$ cat config.mk
export PLATFORM = sky130hd
export DESIGN_NAME = fen_position_parser
export DESIGN_NICKNAME = d
export VERILOG_FILES = /design/src/hw/rtl/fpp_pkg.sv /design/src/hw/rtl/fpp_front.sv /design/src/hw/rtl/fpp_queue.sv /design/src/hw/rtl/fpp_back.sv /design/src/hw/rtl/fen_position_parser.sv
export SDC_FILE = /design/constraint.sdc
export NUM_CORES = 1
export LEC_CHECK = 0
export ABC_CLOCK_PERIOD_IN_PS = 3500
export BUFFER_PORTS_ARGS = -buffer_cell sky130_fd_sc_hd__buf_2
export CORE_MARGIN = 5
export CORE_UTILIZATION = 55
export CTS_CLUSTER_DIAMETER = 100
export DETAILED_ROUTE_END_ITERATION = 6
export GPL_TIMING_DRIVEN = 0
export HOLD_SLACK_MARGIN = 0.1
export PLACE_DENSITY_LB_ADDON = 0.1
export SETUP_SLACK_MARGIN = 0.4
export SYNTH_ARGS = -nofsm -noshare
export SYNTH_HDL_FRONTEND = slang
export SYNTH_SLANG_ARGS = --single-unit
$ cat constraint.sdc
create_clock -name i_clk -period 3.5 [get_ports i_clk]
set_input_delay 0.7 -clock i_clk [delete_from_list [all_inputs] [get_ports i_clk]]
set_output_delay 0.7 -clock i_clk [all_outputs]
set_load 0.01 [all_outputs]
$ cat src/hw/rtl/fpp_pkg.sv
// shared types, constants and helpers for the fen position parser
`timescale 1ns / 1ps

package fpp_pkg;

    localparam int QUEUE_DEPTH = 2;
    localparam int QUEUE_PTR_W = $clog2(QUEUE_DEPTH);
    localparam int QUEUE_CNT_W = $clog2(QUEUE_DEPTH + 1);

    localparam logic [3:0] EMPTY_PIECE   = 4'd12;
    localparam logic [6:0] BOARD_SQUARES = 7'd64;

    localparam logic [1:0] ST_ERROR   = 2'd0;
    localparam logic [1:0] ST_DIAGRAM = 2'd1;
    localparam logic [1:0] ST_FULL    = 2'd2;

    localparam logic ACT_CHAR    = 1'b0;
    localparam logic ACT_RESTART = 1'b1;

    typedef enum logic [2:0] {
        PH_BOARD   = 3'd0,
        PH_SIDE    = 3'd1,
        PH_SKIP_A  = 3'd2,
        PH_CASTLE  = 3'd3,
        PH_SKIP_B  = 3'd4,
        PH_PASSANT = 3'd5,
        PH_DONE    = 3'd6
    } t_phase;

    typedef struct packed {
        logic       action;
        logic [7:0] character;
    } t_req;

    typedef struct packed {
        logic       kind;
        logic [5:0] square;
        logic [3:0] piece;
        logic [1:0] status;
        logic       black_to_move;
        logic       white_kingside;
        logic       white_queenside;
        logic       black_kingside;
        logic       black_queenside;
        logic       passant_given;
        logic [2:0] passant_file;
        logic       last;
    } t_res;

    // one queued job: a run of squares or one status result
    typedef struct packed {
        logic       is_status;
        logic [5:0] square;
        logic [2:0] run_last;
        logic [3:0] piece;
        logic [1:0] status;
        logic       black;
        logic [3:0] castle;
        logic       pgiven;
        logic [2:0] pfile;
    } t_cmd;

    // {found, index} of a piece letter in KkPQRBNpqrbn
    function automatic logic [4:0] piece_lookup(input logic [7:0] c);
        logic [4:0] r;
        case (c)
            "K":     r = {1'b1, 4'd0};
            "k":     r = {1'b1, 4'd1};
            "P":     r = {1'b1, 4'd2};
            "Q":     r = {1'b1, 4'd3};
            "R":     r = {1'b1, 4'd4};
            "B":     r = {1'b1, 4'd5};
            "N":     r = {1'b1, 4'd6};
            "p":     r = {1'b1, 4'd7};
            "q":     r = {1'b1, 4'd8};
            "r":     r = {1'b1, 4'd9};
            "b":     r = {1'b1, 4'd10};
            "n":     r = {1'b1, 4'd11};
            default: r = 5'd0;
        endcase
        return r;
    endfunction

endpackage

$ cat src/hw/rtl/fpp_front.sv
// front end: parses one character per cycle while the job queue has room and queues result jobs
`timescale 1ns / 1ps

module fpp_front (
    input  logic          i_clk,
    input  logic          i_rst_n,
    input  logic          i_valid,
    output logic          o_ready,
    input  fpp_pkg::t_req i_req,
    input  logic          i_q_full,
    output logic          o_push,
    output fpp_pkg::t_cmd o_cmd
);
    import fpp_pkg::*;

    t_phase     r_phase, n_phase;
    logic [6:0] r_filled, n_filled;
    logic [2:0] r_seen, n_seen;
    logic       r_side, n_side;
    logic [3:0] r_castle, n_castle;

    logic       take;
    logic       emit;
    t_cmd       cmd;
    logic [7:0] c;
    logic [3:0] digit;
    logic [7:0] digit_end;
    logic [4:0] pl;
    logic       white;

    assign o_ready   = !i_q_full;
    assign take      = i_valid && !i_q_full;
    assign c         = i_req.character;
    assign digit     = c[3:0];
    assign digit_end = {1'b0, r_filled} + {4'd0, digit};
    assign pl        = piece_lookup(c);
    assign white     = (c inside {[8'h09:8'h0D], 8'h20});

    always_comb begin
        n_phase  = r_phase;
        n_filled = r_filled;
        n_seen   = r_seen;
        n_side   = r_side;
        n_castle = r_castle;
        emit     = 1'b0;
        cmd      = '0;

        if (i_req.action == ACT_RESTART) begin
            n_phase  = PH_BOARD;
            n_filled = '0;
            n_seen   = '0;
            n_side   = 1'b0;
            n_castle = '0;
        end else begin
            case (r_phase)
                PH_BOARD: begin
                    if (white || c == 8'h00) begin
                        if (r_filled != BOARD_SQUARES) begin
                            emit = 1'b1;
                            cmd.is_status = 1'b1;
                            cmd.status    = ST_ERROR;
                        end else if (c inside {8'h00, 8'h0A, 8'h0D}) begin
                            emit = 1'b1;
                            cmd.is_status = 1'b1;
                            cmd.status    = ST_DIAGRAM;
                        end else begin
                            n_phase = PH_SIDE;
                        end
                    end else if (r_filled >= BOARD_SQUARES) begin
                        emit = 1'b1;
                        cmd.is_status = 1'b1;
                        cmd.status    = ST_ERROR;
                    end else if (c == "/") begin
                        // rank separator, nothing to emit
                    end else if (c inside {["1":"8"]}) begin
                        emit = 1'b1;
                        if (digit_end > {1'b0, BOARD_SQUARES}) begin
                            cmd.is_status = 1'b1;
                            cmd.status    = ST_ERROR;
                        end else begin
                            cmd.square   = r_filled[5:0];
                            cmd.run_last = 3'(digit - 4'd1);
                            cmd.piece    = EMPTY_PIECE;
                            n_filled     = digit_end[6:0];
                        end
                    end else if (pl[4]) begin
                        emit         = 1'b1;
                        cmd.square   = r_filled[5:0];
                        cmd.piece    = pl[3:0];
                        n_filled     = r_filled + 7'd1;
                    end else begin
                        emit = 1'b1;
                        cmd.is_status = 1'b1;
                        cmd.status    = ST_ERROR;
                    end
                end
                PH_SIDE: begin
                    if (c == "w") begin
                        n_side  = 1'b0;
                        n_phase = PH_SKIP_A;
                    end else if (c == "b") begin
                        n_side  = 1'b1;
                        n_phase = PH_SKIP_A;
                    end else begin
                        emit = 1'b1;
                        cmd.is_status = 1'b1;
                        cmd.status    = ST_ERROR;
                    end
                end
                PH_SKIP_A: n_phase = PH_CASTLE;
                PH_CASTLE: begin
                    if (c inside {"K", "Q", "k", "q", "-"}) begin
                        if (c == "K") n_castle[0] = 1'b1;
                        if (c == "Q") n_castle[1] = 1'b1;
                        if (c == "k") n_castle[2] = 1'b1;
                        if (c == "q") n_castle[3] = 1'b1;
                        n_seen = r_seen + 3'd1;
                        if (n_seen >= 3'd4) n_phase = PH_SKIP_B;
                    end else begin
                        n_phase = PH_PASSANT;
                    end
                end
                PH_SKIP_B: n_phase = PH_PASSANT;
                PH_PASSANT: begin
                    emit = 1'b1;
                    cmd.is_status = 1'b1;
                    if (c == "-" || (c >= "a" && c <= "h")) begin
                        cmd.status = ST_FULL;
                        cmd.black  = r_side;
                        cmd.castle = r_castle;
                        cmd.pgiven = (c != "-");
                        cmd.pfile  = (c == "-") ? 3'd0 : 3'(c - "a");
                    end else begin
                        cmd.status = ST_ERROR;
                    end
                end
                PH_DONE: begin
                    // ignore until restart
                end
                default: begin
                end
            endcase
            if (emit && cmd.is_status) n_phase = PH_DONE;
        end
    end

    assign o_push = take && emit;
    assign o_cmd  = cmd;

    always_ff @(posedge i_clk) begin
        if (!i_rst_n) begin
            r_phase  <= PH_BOARD;
            r_filled <= '0;
            r_seen   <= '0;
            r_side   <= 1'b0;
            r_castle <= '0;
        end else if (take) begin
            r_phase  <= n_phase;
            r_filled <= n_filled;
            r_seen   <= n_seen;
            r_side   <= n_side;
            r_castle <= n_castle;
        end
    end

endmodule

$ cat src/hw/rtl/fpp_queue.sv
// short job queue between the front end and the result generator
`timescale 1ns / 1ps

module fpp_queue (
    input  logic          i_clk,
    input  logic          i_rst_n,
    input  logic          i_push,
    input  fpp_pkg::t_cmd i_cmd,
    output logic          o_full,
    input  logic          i_pop,
    output logic          o_valid,
    output fpp_pkg::t_cmd o_cmd
);
    import fpp_pkg::*;

    t_cmd                   r_mem [QUEUE_DEPTH];
    logic [QUEUE_PTR_W-1:0] r_wptr, r_rptr;
    logic [QUEUE_CNT_W-1:0] r_count;
    logic                   do_push, do_pop;

    assign o_full  = (r_count == QUEUE_CNT_W'(QUEUE_DEPTH));
    assign o_valid = (r_count != '0);
    assign o_cmd   = r_mem[r_rptr];
    assign do_push = i_push && !o_full;
    assign do_pop  = i_pop && o_valid;

    always_ff @(posedge i_clk) begin
        if (do_push) r_mem[r_wptr] <= i_cmd;
    end

    always_ff @(posedge i_clk) begin
        if (!i_rst_n) begin
            r_wptr  <= '0;
            r_rptr  <= '0;
            r_count <= '0;
        end else begin
            if (do_push) begin
                r_wptr <= (r_wptr == QUEUE_PTR_W'(QUEUE_DEPTH - 1)) ? '0 : r_wptr + 1'b1;
            end
            if (do_pop) begin
                r_rptr <= (r_rptr == QUEUE_PTR_W'(QUEUE_DEPTH - 1)) ? '0 : r_rptr + 1'b1;
            end
            case ({do_push, do_pop})
                2'b10:   r_count <= r_count + 1'b1;
                2'b01:   r_count <= r_count - 1'b1;
                default: r_count <= r_count;
            endcase
        end
    end

endmodule

$ cat src/hw/rtl/fpp_back.sv
// back end: expands queued jobs into results, one per cycle unless stalled, into an output register
`timescale 1ns / 1ps

module fpp_back (
    input  logic          i_clk,
    input  logic          i_rst_n,
    input  logic          i_q_valid,
    input  fpp_pkg::t_cmd i_q_cmd,
    output logic          o_q_pop,
    output logic          o_valid,
    input  logic          i_ready,
    output fpp_pkg::t_res o_res
);
    import fpp_pkg::*;

    logic [2:0] r_idx;
    logic       r_valid;
    t_res       r_res, n_res;
    logic       load, fire, run_end;

    assign load    = !r_valid || i_ready;
    assign fire    = load && i_q_valid;
    assign run_end = i_q_cmd.is_status || (r_idx == i_q_cmd.run_last);
    assign o_q_pop = fire && run_end;

    always_comb begin
        n_res = '0;
        n_res.last = run_end;
        if (i_q_cmd.is_status) begin
            n_res.kind            = 1'b1;
            n_res.status          = i_q_cmd.status;
            n_res.black_to_move   = i_q_cmd.black;
            n_res.white_kingside  = i_q_cmd.castle[0];
            n_res.white_queenside = i_q_cmd.castle[1];
            n_res.black_kingside  = i_q_cmd.castle[2];
            n_res.black_queenside = i_q_cmd.castle[3];
            n_res.passant_given   = i_q_cmd.pgiven;
            n_res.passant_file    = i_q_cmd.pfile;
        end else begin
            n_res.square = i_q_cmd.square + {3'd0, r_idx};
            n_res.piece  = i_q_cmd.piece;
        end
    end

    always_ff @(posedge i_clk) begin
        if (fire) r_res <= n_res;
    end

    always_ff @(posedge i_clk) begin
        if (!i_rst_n) begin
            r_valid <= 1'b0;
            r_idx   <= '0;
        end else begin
            if (load) r_valid <= i_q_valid;
            if (fire) r_idx <= run_end ? 3'd0 : r_idx + 3'd1;
        end
    end

    assign o_valid = r_valid;
    assign o_res   = r_res;

endmodule

$ cat src/hw/rtl/fen_position_parser.sv
// top level of the streaming fen position parser
`timescale 1ns / 1ps

// usage:
//   request channel (i_req_valid / o_req_ready / i_req) carries one character of
//   the position string, or a restart, per request
//   result channel (o_res_valid / i_res_ready / o_res) carries square results
//   and one final status result; last marks the final result of a request
// first result: a request that gives results has its job written into the queue,
//   then its first result registered in the output register, when both are empty
// throughput: the front end takes one request per cycle while the job queue
//   (two entries) has room; the back end emits one result per cycle unless
//   stalled, a digit n gives n results, and a digit run stalls requests once
//   the queue fills; slashes, restarts and field characters emit nothing
// reset: synchronous active-low i_rst_n empties the queue and output register
//   and puts the parser in the board field with no squares filled
// stall: if i_res_ready is low the output register holds its result, the
//   back end stops draining, and o_req_ready drops once the queue is full
// characters after the final status result are dropped until a restart

module fen_position_parser (
    input  logic          i_clk,
    input  logic          i_rst_n,
    input  logic          i_req_valid,
    output logic          o_req_ready,
    input  fpp_pkg::t_req i_req,
    output logic          o_res_valid,
    input  logic          i_res_ready,
    output fpp_pkg::t_res o_res
);
    import fpp_pkg::*;

    logic q_full, q_push, q_pop, q_valid;
    t_cmd push_cmd, head_cmd;

    // character decode and parse state
    fpp_front u_front (
        .i_clk   (i_clk),
        .i_rst_n (i_rst_n),
        .i_valid (i_req_valid),
        .o_ready (o_req_ready),
        .i_req   (i_req),
        .i_q_full(q_full),
        .o_push  (q_push),
        .o_cmd   (push_cmd)
    );

    // job queue decoupling parse from result generation
    fpp_queue u_queue (
        .i_clk  (i_clk),
        .i_rst_n(i_rst_n),
        .i_push (q_push),
        .i_cmd  (push_cmd),
        .o_full (q_full),
        .i_pop  (q_pop),
        .o_valid(q_valid),
        .o_cmd  (head_cmd)
    );

    // result generator with registered output
    fpp_back u_back (
        .i_clk    (i_clk),
        .i_rst_n  (i_rst_n),
        .i_q_valid(q_valid),
        .i_q_cmd  (head_cmd),
        .o_q_pop  (q_pop),
        .o_valid  (o_res_valid),
        .i_ready  (i_res_ready),
        .o_res    (o_res)
    );

endmodule
== Word level (Yosys, flattened, before mapping) ==
Memories as Yosys holds them, arrays and structs flattened. A register that Yosys moved wholly into a read port is not among the register bits.
Index checks and enable logic that the tools add are counted.

* Memories kept: 1
* Register bits: 49
* Logic and storage cells: 204
* RAM bits: 50
* Input port bits: 13
* Output and inout bits: 25

{| class="wikitable"
|+ Memory list
! memory !! words !! bits a word !! rd ports !! clocked after memory_dff !! wr ports !! RTL line !! source
|-
| u_queue.r_mem || 2 || 25 || 1 || 1 || 1 || fpp_queue.sv:16 || <nowiki>t_cmd r_mem [QUEUE_DEPTH];</nowiki>
|}

* Add/sub/neg operators: 11
* Eq/ne operators: 38
* Order comparisons: 9
* Reduce and logical (&&, ||, !) cells: 42
* Mux-type cells: 78

{| class="wikitable"
|+ Operators by type and width
! kind !! count
|-
| == test 8 x 7 -> 1 bit, second input constant || 13
|-
| two-way mux 7 bit || 9
|-
| case mux 5 bit (12 select lines) || 1
|-
| two-way mux 13 bit || 4
|-
| two-way mux 3 bit || 15
|-
| two-way mux 1 bit || 30
|-
| two-way mux 25 bit || 1
|-
| == test 8 x 6 -> 1 bit, second input constant || 3
|-
| nonzero test 2 bit || 11
|-
| two-way mux 9 bit || 2
|-
| == test 8 x 4 -> 1 bit, second input constant || 2
|-
| two-way mux 16 bit || 1
|-
| two-way mux 4 bit || 4
|-
| AND reduction 4 bit || 4
|-
| case mux 3 bit (5 select lines) || 1
|-
| AND reduction 7 bit || 2
|-
| two-way mux 6 bit || 2
|-
| logical AND 1 bit || 10
|-
| nonzero test 3 bit || 3
|-
| adder 7 x 4 -> 8 bit || 1
|-
| >= comparator 8 x 4 -> 1 bit, second input constant || 1
|-
| >= comparator 8 x 6 -> 1 bit, second input constant || 1
|-
| >= comparator 8 x 7 -> 1 bit, second input constant || 1
|-
| > comparator 8 x 7 -> 1 bit, second input constant || 1
|-
| 36 further kinds || 55
|}

== Depth between registers and ports, before layout ==
Gate-level depths: netlist of the first run.

* Word-level depth: 12
* Gate-level depth with buffers: 12
* Gate-level depth less buffers: 11

== Cells and area by module ==
A second synthesis of the first run with hierarchy kept.

* Cell total of the unflattened synthesis: 498
* Area total of the unflattened synthesis: 5358.9 um^2

{| class="wikitable"
|+ Modules (own cells, without submodules)
! module !! cells each !! times used !! sequential area each (um^2) !! area each (um^2)
|-
| fpp_front || 303 || 1 || 360.3 || 2100.8
|-
| fpp_queue || 104 || 1 || 1601.5 || 2037.0
|-
| fpp_back || 91 || 1 || 770.7 || 1221.2
|}

== Worst setup path before layout of the first run ==
OpenSTA, ideal clock, no wires.

* Path kind: input to register
* Start: input port i_req[0] (netlist bit)
* End: memory u_queue.r_mem[0][0] (netlist bit), enable pin
* Setup time: 408 ps
* Setup slack: -144 ps
* Stages on the path: 9
* Data arrival time: 3236 ps
* Data required time: 3092 ps
* Path buffers: 1
* Path through: inv_1 ha_1 clkbuf_1 mux2_2 a21oi_1 o2111a_1 o32ai_2 nand2_1 nor2_1

* Longest elaborated chain between the ends: 12
* Elaborated cells between the ends (all ways): 27
* Classes of those cells: 2 x order compare; 6 x eq/ne; 12 x mux; 7 x reduce/logical

{| class="wikitable"
|+ RTL lines
! item !! RTL line !! source
|-
| from (decl) || fen_position_parser.sv:26 || <nowiki>input fpp_pkg::t_req i_req,</nowiki>
|-
| >= comparator 8 x 4 -> 1 bit, or another cell as far along || fpp_front.sv:37 || <nowiki>assign white = (c inside {[8'h09:8'h0D], 8'h20});</nowiki>
|-
| logical AND 1 bit / nonzero test 3 bit (equally long branches) || fpp_front.sv:37, fpp_front.sv:62 ||
|-
| nonzero test 2 bit / two-way mux 1 bit (equally long branches) || fpp_front.sv:37, fpp_front.sv:62 ||
|-
| logical OR 1 bit / two-way mux 1 bit (equally long branches) || fpp_front.sv:57, fpp_front.sv:58 ||
|-
| two-way mux 1 bit || fpp_front.sv:57 || <nowiki>if (white || c == 8'h00) begin</nowiki>
|-
| case mux 1 bit (3 select lines) * || fpp_front.sv:55 || <nowiki>case (r_phase)</nowiki>
|-
| two-way mux 1 bit * (2 in a row) || fpp_front.sv:48 || <nowiki>if (i_req.action == ACT_RESTART) begin</nowiki>
|-
| logical AND 1 bit * || fpp_front.sv:147 || <nowiki>assign o_push = take && emit;</nowiki>
|-
| logical AND 1 bit * || fpp_queue.sv:24 || <nowiki>assign do_push = i_push && !o_full;</nowiki>
|-
| two-way mux 1 bit * || fpp_queue.sv:28 || <nowiki>if (do_push) r_mem[r_wptr] <= i_cmd;</nowiki>
|-
| two-way mux 1 bit (not written as such) * || fpp_queue.sv:28 ||
|-
| to (decl) || fpp_queue.sv:16 ||
|}

Mark *: on every way between the ends. The rest lies on a longest branch, timed or not. The select of a mux whose other input is x is not followed.

== Worst setup path in the final report of the first run ==
* Start: input port i_req[1] (netlist bit)
* End: register u_queue.r_count[1]

* Longest elaborated chain between the ends: 12
* Elaborated cells between the ends (all ways): 29
* Classes of those cells: 2 x order compare; 8 x eq/ne; 11 x mux; 8 x reduce/logical

{| class="wikitable"
|+ RTL lines
! item !! RTL line !! source
|-
| >= comparator 8 x 4 -> 1 bit, or another cell as far along || fpp_front.sv:37 ||
|-
| logical AND 1 bit / nonzero test 3 bit (equally long branches) || fpp_front.sv:37, fpp_front.sv:62 ||
|-
| nonzero test 2 bit / two-way mux 1 bit (equally long branches) || fpp_front.sv:37, fpp_front.sv:62 ||
|-
| logical OR 1 bit / two-way mux 1 bit (equally long branches) || fpp_front.sv:57, fpp_front.sv:58 ||
|-
| two-way mux 1 bit || fpp_front.sv:57 ||
|-
| case mux 1 bit (3 select lines) * || fpp_front.sv:55 ||
|-
| two-way mux 1 bit * (2 in a row) || fpp_front.sv:48 ||
|-
| logical AND 1 bit * || fpp_front.sv:147 ||
|-
| logical AND 1 bit * || fpp_queue.sv:24 ||
|-
| == test 2 x 1 -> 1 bit / == test 2 bit (equally long branches) || fpp_queue.sv:43 || <nowiki>case ({do_push, do_pop})</nowiki>
|-
| case mux 2 bit (2 select lines) / nonzero test 2 bit (equally long branches) || -- ||
|-
| to (signal assigned) || fpp_queue.sv:44 || <nowiki>2'b10: r_count <= r_count + 1'b1;</nowiki>
|-
| to (signal assigned) || fpp_queue.sv:45 || <nowiki>2'b01: r_count <= r_count - 1'b1;</nowiki>
|-
| to (signal assigned) || fpp_queue.sv:46 || <nowiki>default: r_count <= r_count;</nowiki>
|-
| to (decl) || fpp_queue.sv:18 || <nowiki>logic [QUEUE_CNT_W-1:0] r_count;</nowiki>
|}

Marks and branches as above.
A chain may end at the register's enable or synchronous reset.

==> run_results.csv, run 1 <==
group,metric,value,unit
sta,min_period,3024,ps
job,max_cap_viol_count,0,
die,core-area,9240,um2
global_route,grt_pass1_vias,3803,
final_layout,final_layout_size_suffix_gt1_share,18.96,%
cts,clockRootBuffer,"clkbuf_8",
setup_path,path_max_fanout,10,
sta,period_share,86.41,%
setup_path,startpoint_type,"input port",
sta,finalSetupViolCount,0,
power,powerDensity,555.9,nW/um2
cts,htreeDepth,3,
sta,max_slew_margin,54.69,%
sta,tns,0,ps
detailed_routing,drc,0,
sta,slew_violations,0,
synthesis,syn_nets,509,
setup_path,crit_type,"in -> reg",
synthesis,synthesis.instances,477,
cts,numCtsBuffers,9,
sta,finClkSkew,13.91,ps
detailed_routing,drt-pass1-iter-count,4,
power,p_leak,2.153,nW
synthesis,syn_area,5226,um2
sta,rsz0062_at_grt,"true",
sta,layout_setup_ws,475.5,ps
hold_path,hold_start,"u_front.r_castle[3]",
placed_design,post-place-ws,-259.7,ps
cts,postCtsHoldBufs,0,
die,start_util,56.56,%
synthesis,yosysWarnings,0,
die,rows,35,
setup_path,required,3810,ps
final_layout,antenna_cells,0,
power,power,0.003306,W
sta,fmax,330.6,MHz
synthesis,async_flop_share,0,%
setup_path,worstSetupStartpoint,"i_req[1]",
global_route,grt_overflow_total,0,
global_route,grt_use_total,21.61,%
setup_path,cp-end-kind,"flop",
synthesis,synth_edf_count,73,
detailed_routing,vias,3835,
die,dieHeight,107.5,um
placed_design,numPortBuffers,37,
placed_design,dpl.hpwl,8528,um
cts,cts_tree,"yes",
power,ir_worst_vdd,0.0003011,V
global_route,antenna_found_initial,0,
synthesis,ys_types,72,
synthesis,synth-seq-cells,100,
global_route,grt_max_degree,26,
detailed_routing,drtAntennaViolNets,0,
hold_path,hp-class,"reg -> reg",
global_route,grt_pass1_wl,19490,um
final_layout,fin_nets,565,
setup_path,cp.arrival,3330,ps
synthesis,ys.flop_type,"edfxtp_1",
sta,worst_pin_slew,673.5,ps
synthesis,synth_area_per_cell,10.96,um2
outcome,outcome,"completed",
cts,cts.sinks,100,
sta,finalHoldViolations,0,
cts,ctsLongestPathBuffers,2,
detailed_routing,vias_per_cell,5.750,
die,die-area,11550,um2
detailed_routing,drt_wl_total,11860,um
placed_design,place_congestion,0.9186,
synthesis,ys_seq_area_share,52.29,%
cts,clock_latency,370,ps
die,die-width,107.5,um
cts,cts.clk_slew.worst_paths,110,ps
setup_path,reg2reg_from,"u_front.r_filled[0]",
sta,hold_ws,479.6,ps
detailed_routing,wl_per_cell,17.78,um
die,io_pins,38,
detailed_routing,drt_iter0_drc,260,
final_layout,area_delta_synth_final,13.81,%
## worst paths after layout
check | to | slack (ps) | cells after the start
setup / recovery | u_queue.r_count[1] | 480 | 12
setup reg to reg | u_front.r_phase[2] | 600 | 11
hold / removal | u_front.r_castle[3] | 480 | 2
hold reg to reg | u_front.r_castle[3] | 480 | 2
## registers in the layout, indices dropped and copies added (netlist names), named ones only
| register | flops |
|---|---|
| u_queue.r_rptr | 1 |
| u_queue.r_count | 2 |
| u_front.r_seen | 3 |
| u_front.r_filled | 7 |
| u_queue.r_mem | 50 |
| u_back.o_res | 23 |
| u_back.r_idx | 3 |
| u_front.r_phase | 3 |
| u_front.r_castle | 4 |
| u_back.o_valid | 1 |
| u_queue.r_wptr | 1 |
| u_front.r_side | 1 |
## placed cells by master, fill, tap and decap left out, types with 5 or more instances in the layout
master and n:
nand2_1 21, ha_1 15, edfxtp_1 73, clkbuf_8 9
o21ai_0 14, nor2b_1 9, mux2i_1 24, nand2b_1 6
clkbuf_1 9, inv_1 15, and2_1 22, nand3_1 10
or3_1 5, nor3_1 11, xnor2_1 14, o21a_1 5
dfxtp_1 27, buf_2 40, a21oi_1 23, nor2_1 53
buf_4 6
## logic make-up after synthesis
kind of cell             Yosys count  synth area share, %
buffers and inverters             37                2.945
AND/OR/NAND/NOR                  175                17.74
adder cells (fa/ha/maj)           19                4.836
multiplexers                      28                5.458
AO/OA/AOI/OAI                    100                13.72
XOR/XNOR                          18                3.016
flip-flops                       100                52.29
## stage by stage
stage	cells	cell area [um2]	util, %
floorplan	477	5235	-
global placement	643	5582	60.41
detailed placement	644	5599	60.60
CTS	662	5864	63.47
global route	667	5948	64.37
finish	667	5948	64.37
## power breakdown
| part | total [W] | internal, W | switching (W) |
|---|---|---|---|
| clock | 0.000722 | 0.000280 | 0.000441 |
| combinational | 0.00100 | 0.000409 | 0.000595 |
| sequential | 0.00158 | 0.00151 | 0.0000676 |
## area by class of cell
class,instances,area [um2]
well taps,129,161.4
clock inverters,7,65.06
clock buffers,9,123.9
repair buffers,44,250.2
multi-input cells,341,2451
inverters,18,71.32
plain buffers,19,92.59
fillers,766,3292
flip-flops and latches,100,2733
## worst max-delay path: stages
cell and delay [ps]:
clkbuf_4 170, clkinvlp_4 190, ha_1 220, clkbuf_4 200
a21oi_1 140, o311ai_1 150, o2111a_1 210, o32ai_4 380
nand2_4 100, ha_1 330, or3_1 380, a21boi_0 160
## cell usage after synthesis, types with 12 or more instances
cell type	number	area (um2)
edfxtp_1	73	2192
nor2_1	55	206.5
dfxtp_1	27	540.5
a21oi_1	24	120.1
mux2i_1	24	240.2
and2_1	22	137.6
nand2_1	22	82.58
ha_1	17	212.7
inv_1	16	60.06
o21ai_0	14	70.07
xnor2_1	14	122.6
clkbuf_1	12	45.04
## layer usage
metal / part of all wire [%] / GRT usage, % / wire length [um] / vias to the layer above
li1: - / - / - / 1872
met1: 45 / 28.89 / 5387 / 1848
met2: 49 / 36.41 / 5818 / 104
met3: 4.5 / 4.199 / 533 / 11
met4: 1.0 / 4.869 / 120 / 0
met5: 0 / 0 / 0 / -
## timing repair
item / in CTS / in global routing
endpoints found under the setup margin: 67 / 56
endpoints found under the hold margin: 0 / 0
gates resized for setup: 12 / 13
setup buffers: 1 / 5
gates cloned: 1 / 0
pin swaps: 4 / 2
(Power assumes the default switching activity.)
==> run 2, diff against run 1 <==
--- a/config.mk
+++ b/config.mk
@@ -7,8 +7,10 @@
 export LEC_CHECK = 0
 export ABC_CLOCK_PERIOD_IN_PS = 3500
 export BUFFER_PORTS_ARGS = -buffer_cell sky130_fd_sc_hd__buf_2
+export CELL_PAD_IN_SITES_DETAIL_PLACEMENT = 0
+export CELL_PAD_IN_SITES_GLOBAL_PLACEMENT = 1
 export CORE_MARGIN = 5
-export CORE_UTILIZATION = 55
+export CORE_UTILIZATION = 44
 export CTS_CLUSTER_DIAMETER = 100
 export DETAILED_ROUTE_END_ITERATION = 6
 export GPL_TIMING_DRIVEN = 0
==> run 2 against run 1 <==
Fmax grew 2.2%. Clock skew shrank 3.6 ps. Critical path depth shrank 3. Die area grew 23%. Register-to-register slack gained 70 ps. Non-clock buffer count grew 1. Sequential share of layout area shrank 1.4 points. Power grew 9.8%. Hold slack lost 20 ps. Clock-buffer cell count grew 3. Sequential power is essentially flat. Combinational power is essentially flat. Critical path type unchanged.
==> run_results.csv, run 2 (synthesis gave the netlist of run 1 again) <==
group,metric,value,unit
power,power,0.003629,W
setup_path,path_buf_inv,3,
placed_design,place_inst,658,
global_route,grt_pass1_vias,3591,
final_layout,fill_cells,1053,
cts,ctsLongestPathBuffers,2,
power,powerDensity,591.7,nW/um2
sta,worst_pin_slew,566.4,ps
final_layout,finalNonFillerCells,682,
hold_path,hp-class,"reg -> reg",
detailed_routing,drt_wl_total,11310,um
sta,hold_ws,460.1,ps
detailed_routing,wl_per_cell,16.58,um
die,die-width,119.0,um
sta,finClkSkew,10.36,ps
job,max_cap_viol_count,0,
outcome,outcome,"completed",
die,core-area,11520,um2
detailed_routing,drt-pass1-iter-count,4,
power,clkPwrFrac,29.2,%
detailed_routing,drc,0,
sta,finalHoldViolations,0,
detailed_routing,vias,3686,
global_route,grt_pass1_wl,18570,um
cts,htreeDepth,3,
die,rows,39,
power,switching_share,28.68,%
setup_path,r2r_setup_slack,670,ps
global_route,grt_overflow_total,0,
power,internal_power,0.002589,W
setup_path,cp.arrival,2930,ps
setup_path,startpoint_type,"input port",
final_layout,largest_register_ffs,50,
die,io_pins,38,
setup_path,required,3470,ps
cts,clock_latency,340,ps
setup_path,cpPeakStageDelay,630,ps
placed_design,place_congestion,0.8746,
detailed_routing,vias_per_cell,5.405,
setup_path,cp-end-kind,"flop",
setup_path,path_max_fanout,25,
sta,finalSetupViolCount,0,
setup_path,crit_family,"simple AND/OR/NAND/NOR gates",
final_layout,layout_commonest_cell,"edfxtp_1",
placed_design,numPortBuffers,37,
cts,clockRootBuffer,"clkbuf_16",
sta,min_period,2960,ps
power,p_leak,2.226,nW
placed_design,dpl.hpwl,8306,um
cts,cts_tree,"yes",
detailed_routing,drt_iter0_drc,225,
final_layout,area_delta_synth_final,17.36,%
detailed_routing,drtAntennaViolNets,0,
final_layout,top_register,"u_queue.r_mem",
setup_path,slowest_stage,"and3_2",
final_layout,antenna_cells,0,
cts,cts.clk_slew.worst_paths,60,ps
final_layout,final_layout_size_suffix_gt1_share,20.04,%
sta,max_slew_margin,61.16,%
die,dieHeight,119.0,um
cts,postCtsHoldBufs,0,
global_route,grt_max_degree,26,
power,switchingPower,0.001041,W
die,start_util,45.38,%
setup_path,crit_type,"in -> reg",
sta,tns,0,ps
cts,cts.sinks,100,
setup_path,crit_path_cell_trace,"buf_2, clkinvlp_4, buf_4, ha_4, or3b_2, o311ai_4, o2111a_2, o32ai_4, and3_2",
sta,period_share,84.57,%
global_route,antenna_found_initial,0,
global_route,grt_use_total,16.47,%
die,die-area,14160,um2
power,p_comb_share,27.3,%
final_layout,fin_nets,566,
power,pwr-share-seq,43.6,%
sta,slew_violations,0,
cts,numCtsBuffers,9,
sta,rsz0062_at_grt,"true",
sta,fmax,337.8,MHz
power,ir_worst_vdd,0.0002457,V
final_layout,mostFrequentLayoutCells,"73 x edfxtp_1, 53 x nor2_1, 42 x buf_2, 27 x dfxtp_1, 24 x mux2i_1",
run 2: changes by cell type in the layout (fill, tap and decap cells not counted), moves of 2 or more:
cell / previous run / this run
clkbuf_1: 9 / 11
ha_1: 15 / 13
clkbuf_16: 0 / 9
bufinv_16: 0 / 2
inv_6: 3 / 0
clkbuf_8: 9 / 2
clkbuf_4: 3 / 1
inv_8: 3 / 0
buf_2: 40 / 42
run 2: final cells by class:
type	instances	area, um2	area share [%]
Timing Repair Buffer	45	255.2	4.162
Sequential cell	100	2733	44.55
Buffer	19	88.84	1.448
Tap cell	143	178.9	2.917
Clock inverter	4	71.32	1.163
Multi-Input combinational cell	341	2479	40.41
Clock buffer	12	256.5	4.182
Inverter	18	71.32	1.163
run 2: power groups by stage:
stage	clock, W	combinational (W)	sequential [W]
floorplan	0	0.000602	0.00166
detailed placement	0	0.000952	0.00161
CTS	0.00108	0.000986	0.00158
global placement	0	0.000914	0.00161
finish	0.00106	0.000990	0.00158
global route	0.00113	0.00110	0.00160
run 2: worst reg2reg max path, cell delays in order (launching register included):
cell,delay (ps)
dfxtp_1,320
clkbuf_1,430
clkbuf_2,390
mux2i_1,380
inv_1,90
ha_1,290
a21o_1,180
a21oi_1,210
nor2_1,90
xor2_1,170
nor2_1,50
run 2: metrics by stage:
stage | utilization, % | area [um2] | worst slack, ps
finish | 53.26 | 6133 | 539.9
global route | 53.26 | 6133 | 358.2
CTS | 52.26 | 6018 | 406.5
detailed placement | 48.77 | 5617 | -260.0
global placement | 48.62 | 5599 | -234.6
floorplan | - | 5235 | 431.0
run 2: per-layer routing:
metal  track usage (%)  up-vias  part of all wire [%]  wire length (um)
met5                 0        -                     0                 0
met4             5.286        0                  0.80                91
met3             2.654        6                   2.9               324
met2             27.06       64                    48              5422
met1             22.38     1743                    48              5469
li1                  -     1873                     -                 -
run 2: final timing paths:
path	from	end	cells past startpoint
max	i_req[1]	u_queue.r_mem[1][4]	9
min reg2reg	u_front.r_castle[1]	u_front.r_castle[1]	2
min	u_front.r_castle[1]	u_front.r_castle[1]	2
max reg2reg	flop	u_back.o_res[21]	10
run 2: repair_timing:
| item | in CTS | in global routing |
|---|---|---|
| gates resized for setup | 12 | 17 |
| hold endpoints to repair | 0 | 0 |
| buffers inserted | 1 | 6 |
| cloned | 1 | 0 |
| setup endpoints to repair | 62 | 59 |
| pin swaps | 3 | 6 |
